## src/shec_pkg.sv

```systemverilog
package shec_pkg;

  // Geometry and number format
  localparam int NUM_DETECTORS = 6;
  localparam int NUM_FACES     = 2;
  localparam int NUM_STRIPS    = 64;
  localparam int FRAC_BITS     = 16;
  localparam int POS_FRAC      = 14;

  localparam int FACE_DEPTH  = NUM_DETECTORS * NUM_FACES;
  localparam int STRIP_DEPTH = FACE_DEPTH * NUM_STRIPS;
  localparam int FIDX_W      = (FACE_DEPTH > 1) ? $clog2(FACE_DEPTH) : 1;
  localparam int SIDX_W      = (STRIP_DEPTH > 1) ? $clog2(STRIP_DEPTH) : 1;

  // 4.785 in Q.24, result shift brings it back to FRAC_BITS
  localparam logic [26:0] POS_MM_K = 27'd80278979;
  localparam int POS_SHIFT = 24 + POS_FRAC - FRAC_BITS;

  // Intermediate widths of the energy path
  localparam int CORR_SHIFT = 2 * POS_FRAC;
  localparam int CORR_W     = 64 - CORR_SHIFT;
  localparam int DIFF_W     = CORR_W + 1;
  localparam int NUM_W      = DIFF_W + FRAC_BITS;
  localparam int QUO_W      = 32;

  // Queue between front and back
  localparam int QUEUE_DEPTH = 4;
  localparam int QPTR_W      = $clog2(QUEUE_DEPTH);

  localparam logic [30:0] GAIN_RESET = 31'(1 << FRAC_BITS);

  typedef enum logic [1:0] {
    CMD_HIT        = 2'd0,
    CMD_STRIP_CORR = 2'd1,
    CMD_FACE_CORR  = 2'd2,
    CMD_STRIP_GAIN = 2'd3
  } cmd_e;

  typedef struct packed {
    logic signed [31:0] first;
    logic signed [31:0] second;
  } coef_t;

  typedef struct packed {
    logic  valid;
    coef_t coef;
  } corr_ent_t;

  // Fields that ride along with a hit
  typedef struct packed {
    logic [2:0]  det;
    logic        face;
    logic [5:0]  strip;
    logic [31:0] time_stamp;
    logic [7:0]  mult;
    logic        main_flag;
  } meta_t;

  // One hit as queued for the back end
  typedef struct packed {
    meta_t              meta;
    logic signed [31:0] energy;
    logic signed [15:0] pos;
    logic signed [31:0] lin;
    logic signed [31:0] quad;
    logic signed [31:0] offset;
    logic signed [31:0] slope;
  } hit_t;

  // Sideband carried through the divider
  typedef struct packed {
    meta_t       meta;
    logic [31:0] pmm;
    logic        neg;
    logic        zero;
    logic        dpos;
  } div_side_t;

  // Front to queue push
  typedef struct packed {
    logic push;
    hit_t item;
  } push_t;

endpackage

```

## src/shec_queue.sv

```systemverilog
module shec_queue (
  input  logic            clk_i,
  input  logic            rst_ni,
  input  shec_pkg::push_t push_i,
  output logic            full_o,
  output logic            empty_o,
  input  logic            pop_i,
  output shec_pkg::hit_t  item_o
);
  import shec_pkg::*;

  hit_t              mem_q [QUEUE_DEPTH];
  logic [QPTR_W-1:0] wp_q, wp_d, rp_q, rp_d;
  logic [QPTR_W:0]   cnt_q, cnt_d;
  logic              wr, rd;

  assign full_o  = cnt_q == (QPTR_W+1)'(QUEUE_DEPTH);
  assign empty_o = cnt_q == '0;
  assign wr      = push_i.push && !full_o;
  assign rd      = pop_i && !empty_o;
  assign item_o  = mem_q[rp_q];

  // Pointer and fill bookkeeping
  always_comb begin
    wp_d  = wr ? wp_q + 1'b1 : wp_q;
    rp_d  = rd ? rp_q + 1'b1 : rp_q;
    cnt_d = cnt_q;
    if (wr && !rd) begin
      cnt_d = cnt_q + 1'b1;
    end else if (rd && !wr) begin
      cnt_d = cnt_q - 1'b1;
    end
  end

  always_ff @(posedge clk_i or negedge rst_ni) begin
    if (!rst_ni) begin
      wp_q  <= '0;
      rp_q  <= '0;
      cnt_q <= '0;
    end else begin
      wp_q  <= wp_d;
      rp_q  <= rp_d;
      cnt_q <= cnt_d;
    end
  end

  always_ff @(posedge clk_i) begin
    if (wr) begin
      mem_q[wp_q] <= push_i.item;
    end
  end

endmodule

```

## config.mk

```make
export PLATFORM = sky130hd
export DESIGN_NAME = shec_queue
export DESIGN_NICKNAME = d
export VERILOG_FILES = /design/src/shec_pkg.sv /design/src/shec_queue.sv
export SDC_FILE = /design/constraint.sdc
export NUM_CORES = 1
export LEC_CHECK = 0
export ABC_AREA = 1
export BUFFER_PORTS_ARGS = -buffer_cell sky130_fd_sc_hd__buf_4
export CAP_MARGIN = 15
export CORE_UTILIZATION = 34
export DETAILED_ROUTE_END_ITERATION = 16
export GPL_ROUTABILITY_DRIVEN = 0
export PLACE_DENSITY = 0.57
export SYNTH_ARGS = -nofsm -noshare
export SYNTH_HDL_FRONTEND = slang
export SYNTH_SLANG_ARGS = --single-unit
```

## constraint.sdc

```tcl
create_clock -name clk_i -period 27.7 [get_ports clk_i]
set_input_delay 0 -clock clk_i [delete_from_list [all_inputs] [get_ports clk_i]]
set_output_delay 0 -clock clk_i [all_outputs]
set_load 0.05 [all_outputs]
```

==> impl_metrics.env, run 1 <==
export IMPL_status="complete, no violations"
export IMPL_crit_buf_inv=4
export IMPL_rows=120
export IMPL_fp_coreArea_mm2=0.108
export IMPL_slowest_delay_ns=0.95
export IMPL_drt_iter0_drc=1106
export IMPL_ant_nets=0
export IMPL_hp_class="input pin to flop"
export IMPL_ys_types=19
export IMPL_synth_xor_area_share_pct=0.0237
export IMPL_crit_required_ns=27.70
export IMPL_ir_drop_uv=96.0
export IMPL_dp_hpwl_um=48700
export IMPL_critical_path_top_delay_family="buffers and inverters"
export IMPL_portBuffers=459
export IMPL_hp_start="push_i[145]"
export IMPL_cts_tree="done"
export IMPL_power_mw=5.69
export IMPL_grt_usage_pct=14.9
export IMPL_synth_seq_area_share_pct=74.2
export IMPL_synth_ff_type="edfxtp_1"
export IMPL_cts_buffers=97
export IMPL_clockBufferDepth=3
export IMPL_drc_errors=0
export IMPL_max_cap_viol_count=0
export IMPL_synth_top_family_by_area="compound AO/OA/AOI/OAI gates"
export IMPL_netlist_area_leader_share_pct=73.7
export IMPL_grt_pass1_wl_um=127000
export IMPL_slew_viol_final=0
export IMPL_synthCells=2710
export IMPL_multi_input_area_mm2=0.00641
export IMPL_relSlewSlack_pct=14.9
export IMPL_syn_nets=2947
export IMPL_syn2layout_area_growth_pct=26.3
export IMPL_finClkSkew_ns=0.0273
export IMPL_drt_total_wl_um=83100
export IMPL_worstPathCellList="inv_16 -> buf_4 -> buf_4 -> nand2_1 -> o211ai_1 -> nand2_1 -> buf_4"
export IMPL_vias=22000
export IMPL_end_kind="output pin"
export IMPL_vias_per_cell=4.52
export IMPL_grt_antenna_before_repair=4
export IMPL_synth_common_cells="edfxtp_1 (908), nand2_1 (699), inv_1 (469)"
export IMPL_synth_area_leaders="edfxtp_1 (74%), o211ai_1 (8.4%), nand2_1 (7.1%)"
export IMPL_post_dp_cell_area_mm2=0.0411
export IMPL_die_h_um=332
export IMPL_synthArstFlopShare_pct=0.765
export IMPL_max_freq_mhz=228
export IMPL_timing_rr_start="cnt_q[0]"
export IMPL_stdcell_count=4861
export IMPL_dr_pass1_iters=5
export IMPL_cts_root_buffer="clkbuf_16"
export IMPL_htree_levels=3
export IMPL_fin_util_pct=43.5
export IMPL_crit_start="rp_q[0]"
export IMPL_tightest_slew_ns=1.28
export IMPL_synth_avg_cell_area_um2=13.6
export IMPL_worstSkewPairLatency_ns=0.68
export IMPL_die_w_um=332
export IMPL_ys_ff_latch=915
export IMPL_critPathSlowestCell="buf_4"
export IMPL_holdWs_ns=0.0711
export IMPL_power_density_mw_per_mm2=122
export IMPL_yosys_warnings=0
export IMPL_overflow=0
export IMPL_fin_crit_ns=4.38
export IMPL_fin_nets=3610
export IMPL_yosysMostFrequentCell="edfxtp_1"
export IMPL_final_layout_size_suffix_gt1_share_pct=19.7
export IMPL_fp_dieArea_mm2=0.110
export IMPL_fin_area_mm2=0.0467
export IMPL_grt_max_degree=261
export IMPL_post_drt_wl_per_cell_um=17.1
export IMPL_crit_arrival_ns=4.38
export IMPL_fin_setup_tns_ns=0
export IMPL_final_setup_viol_count=0
export IMPL_grt_pass1_vias=21700
export IMPL_cts_sinks=915
export IMPL_crit_top_cell="buf_4"
export IMPL_synth_edf_count=908
export IMPL_cp_max_fo=260
export IMPL_finalWorstSetupSlack_ns=23.32
export IMPL_synth_simple_area_share_pct=7.25
export IMPL_timing_final_crit_share_pct=15.8
export IMPL_synth_mux_area_fraction_pct=0
export IMPL_synth_largest_area_cell="edfxtp_1"
export IMPL_pre_cts_slack_ns=24.01
export IMPL_rsz0062_at_grt="no"
export IMPL_synth_compound_area_share_pct=9.77
export IMPL_clkTransAtPathRegs_ns=0.06
export IMPL_synth_fa_ha_area_share_pct=0.223
export IMPL_dp_cells=4445
export IMPL_fillCellCount=9778
export IMPL_num_io_pins=460
export IMPL_worst_setup_path_type="flop to output pin"
export IMPL_syn_area_mm2=0.0370
export IMPL_hold_viol=0
export IMPL_regArea_mm2=0.0274
export IMPL_start_kind="flop"
export IMPL_start_util_pct=34.4
export IMPL_p_leak_nw=18.5
-- worst paths after layout --
path,endpoint,slack (ns),cells after the start
min,mem_q[3][145],0.07,2
max,item_o[49],23.32,7
min reg2reg,cnt_q[2],0.51,2
min in group asynchronous,cnt_q[0],0.32,3
max reg2reg,mem_q[1][122],24.15,6
max in group asynchronous,rp_q[1],27.08,3
-- metal layers --
metal  vias to the layer above  GRT usage [%]  routed length [um]
met2                       456           25.7               41500
met5                         -              0                   0
met4                         0           4.76                2260
li1                      10800              -                   -
met1                     10600           18.2               35000
met3                       137           3.63                4370
-- placed cells by master, fill, tap and decap left out --
cell / n
buf_12: 3
buf_4: 480
bufinv_16: 15
clkbuf_1: 14
clkbuf_16: 99
clkbuf_8: 1
clkinv_1: 16
clkinv_2: 15
clkinv_4: 3
clkinv_8: 2
clkinvlp_4: 8
dfrtp_1: 6
dfrtp_4: 1
diode_2: 5
dlygate4sd3_1: 232
edfxtp_1: 908
fa_1: 1
ha_1: 5
inv_1: 469
inv_16: 2
inv_6: 3
inv_8: 3
nand2_1: 699
nand3_1: 7
nand4_1: 1
nor2_4: 4
o211ai_1: 414
o211ai_2: 40
o21ai_0: 1
xnor2_1: 1
-- logic make-up (layout without fill, tap and decap cells) --
logic type               after synthesis  after routing
buffers and inverters                622           1365
flip-flops                           915            915
AND/OR/NAND/NOR                      711            711
XOR/XNOR                               1              1
AO/OA/AOI/OAI                        455            455
adder cells (fa/ha/maj)                6              6
other                                  0              5
-- what timing repair did --
action	CTS	global route
buffers inserted	0	0
resized for setup	0	0
endpoints found under the hold margin	922	0
hold buffers	232	0
-- state kept, by name (all words and copies together), names as in the netlist --
name   cells
cnt_q      3
mem_q    908
rp_q       2
wp_q       2
-- power breakdown --
part | total (mW) | switching [mW] | internal, mW
clock network | 1.34 | 0.536 | 0.800
logic | 2.46 | 1.83 | 0.633
registers | 1.89 | 0.0682 | 1.82
total | 5.69 | 2.43 | 3.25
-- cell type report --
cell class / count / area share, %
antenna: 5 / 0.0268
clock buffer: 114 / 5.44
clock inverter: 65 / 1.65
inverter: 471 / 3.83
multi-input combinational: 1173 / 13.7
sequential: 915 / 58.7
tap: 1403 / 3.76
timing repair buffer: 715 / 12.8
Note: power is estimated with default switching activity, not from simulation.
==> inputs of run 2 (changes only) <==
clock period = 4.41 ns   (was 27.7 ns; I/O delays follow)
==> impl_metrics.env, run 2 (synthesized netlist as in run 1, its figures left out) <==
export IMPL_cts_sinks=915
export IMPL_worstPathCellList="inv_16 -> buf_4 -> nand2_1 -> o211ai_1 -> nand2_1 -> buf_4"
export IMPL_p_int_mw=20.2
export IMPL_vias_per_cell=4.54
export IMPL_max_freq_mhz=323
export IMPL_max_cap_viol_count=0
export IMPL_critPathSlowestCell="inv_16"
export IMPL_dp_cells=4464
export IMPL_pre_cts_slack_ns=1.87
export IMPL_cts_setup_buffers=0
export IMPL_relSlewSlack_pct=33.5
export IMPL_slew_viol_final=0
export IMPL_clockBufferDepth=3
export IMPL_drc_errors=0
export IMPL_drt_iter0_drc=1010
export IMPL_drt_total_wl_um=85000
export IMPL_cts_tree="done"
export IMPL_worst_setup_path_type="flop to output pin"
export IMPL_rsz0062_at_grt="no"
export IMPL_p_comb_share_pct=44.2
export IMPL_finClkSkew_ns=0.0179
export IMPL_cts_buffers=99
export IMPL_grt_pass1_vias=21800
export IMPL_dr_pass1_iters=5
export IMPL_largest_register="mem_q"
export IMPL_clockPowerShare_pct=22.5
export IMPL_grt_usage_pct=15.1
export IMPL_final_layout_size_suffix_gt1_share_pct=19.7
export IMPL_top_regs="mem_q: 908 flops, cnt_q: 3 flops"
export IMPL_ant_nets=0
export IMPL_finalWorstSetupSlack_ns=1.32
export IMPL_fp_dieArea_mm2=0.110
export IMPL_final_common_cell="edfxtp_1"
export IMPL_multi_input_area_mm2=0.00643
export IMPL_vias=22200
export IMPL_crit_arrival_ns=3.09
export IMPL_seqPwrFrac_pct=33.4
export IMPL_post_drt_wl_per_cell_um=17.4
export IMPL_stdcell_count=4888
export IMPL_status="complete, no violations"
export IMPL_timing_final_crit_share_pct=70.1
export IMPL_tightest_slew_ns=0.998
export IMPL_cts_hold_buffers_added=231
export IMPL_fin_setup_tns_ns=0
export IMPL_worstSkewPairLatency_ns=0.66
export IMPL_power_mw=35.5
export IMPL_clkTransAtPathRegs_ns=0.06
export IMPL_final_cell_mix="edfxtp_1 (908), nand2_1 (698), buf_4 (484)"
export IMPL_end_kind="output pin"
export IMPL_rows=120
export IMPL_overflow=0
export IMPL_regArea_mm2=0.0274
export IMPL_htree_levels=3
export IMPL_die_w_um=332
export IMPL_fin_util_pct=43.6
export IMPL_fin_nets=3630
export IMPL_start_kind="flop"
export IMPL_p_leak_nw=18.6
export IMPL_cp_max_fo=248
export IMPL_hold_viol=0
export IMPL_grt_max_degree=249
export IMPL_crit_buf_inv=3
export IMPL_power_density_mw_per_mm2=758
export IMPL_start_util_pct=34.4
export IMPL_fp_coreArea_mm2=0.108
export IMPL_grt_antenna_before_repair=8
export IMPL_p_switching_mw=15.3
export IMPL_cts_resized_gates=0
export IMPL_hp_class="input pin to flop"
export IMPL_fin_crit_ns=3.09
export IMPL_largest_reg_flops=908
export IMPL_ir_drop_uv=698
export IMPL_fillCellCount=9699
export IMPL_portBuffers=459
export IMPL_critical_path_top_delay_family="buffers and inverters"
export IMPL_syn2layout_area_growth_pct=26.7
export IMPL_final_setup_viol_count=0
export IMPL_p_sw_share_pct=43.1
export IMPL_grt_pass1_wl_um=129000
export IMPL_dp_hpwl_um=50100
export IMPL_cts_root_buffer="clkbuf_16"
export IMPL_die_h_um=332
export IMPL_num_io_pins=460
export IMPL_crit_required_ns=4.41
export IMPL_slowest_delay_ns=0.60
[run 2: area by class of cell]
class	instances	area share, %
Clock buffer	124	5.62
Timing Repair Buffer	733	13.5
Multi-Input combinational cell	1173	13.7
Clock inverter	63	1.06
Sequential cell	915	58.6
Tap cell	1403	3.75
Antenna cell	6	0.0320
Inverter	471	3.82
[run 2: stage by stage]
step | area (um^2) | hold WS [ns]
2_1_floorplan | 37000 | -0.296
3_3_place_gp | 41400 | -0.170
3_5_place_dp | 41400 | -0.168
4_1_cts | 46900 | 0.0110
5_1_grt | 46900 | 0.0409
6_report | 46900 | 0.0854
[run 2: path summary, 6_finish.rpt]
check                      slack [ns]         from  cells past startpoint       endpoint
setup / recovery                 1.32      rp_q[0]                      6    item_o[123]
hold / removal                   0.09  push_i[191]                      2  mem_q[0][191]
setup reg to reg                 2.03     cnt_q[0]                      5  mem_q[3][114]
hold reg to reg                  0.53     cnt_q[2]                      2       cnt_q[2]
max in group asynchronous        3.70       rst_ni                      3        rp_q[1]
min in group asynchronous        0.37       rst_ni                      3        wp_q[1]
[run 2: routing by layer]
layer,global-route usage (%),routed length (um)
met5,0,30
met4,4.28,1620
met3,3.68,4710
met1,18.3,35300
met2,26.6,43300
[run 2: power groups by stage]
stage / registers (mW) / clock network [mW] / logic, mW
finish: 11.9 / 7.98 / 15.7
global route: 12.0 / 8.56 / 16.8
CTS: 11.9 / 8.22 / 16.0
detailed placement: 12.0 / 0 / 15.8
global placement: 12.0 / 0 / 15.7
floorplan: 12.1 / 0 / 11.5
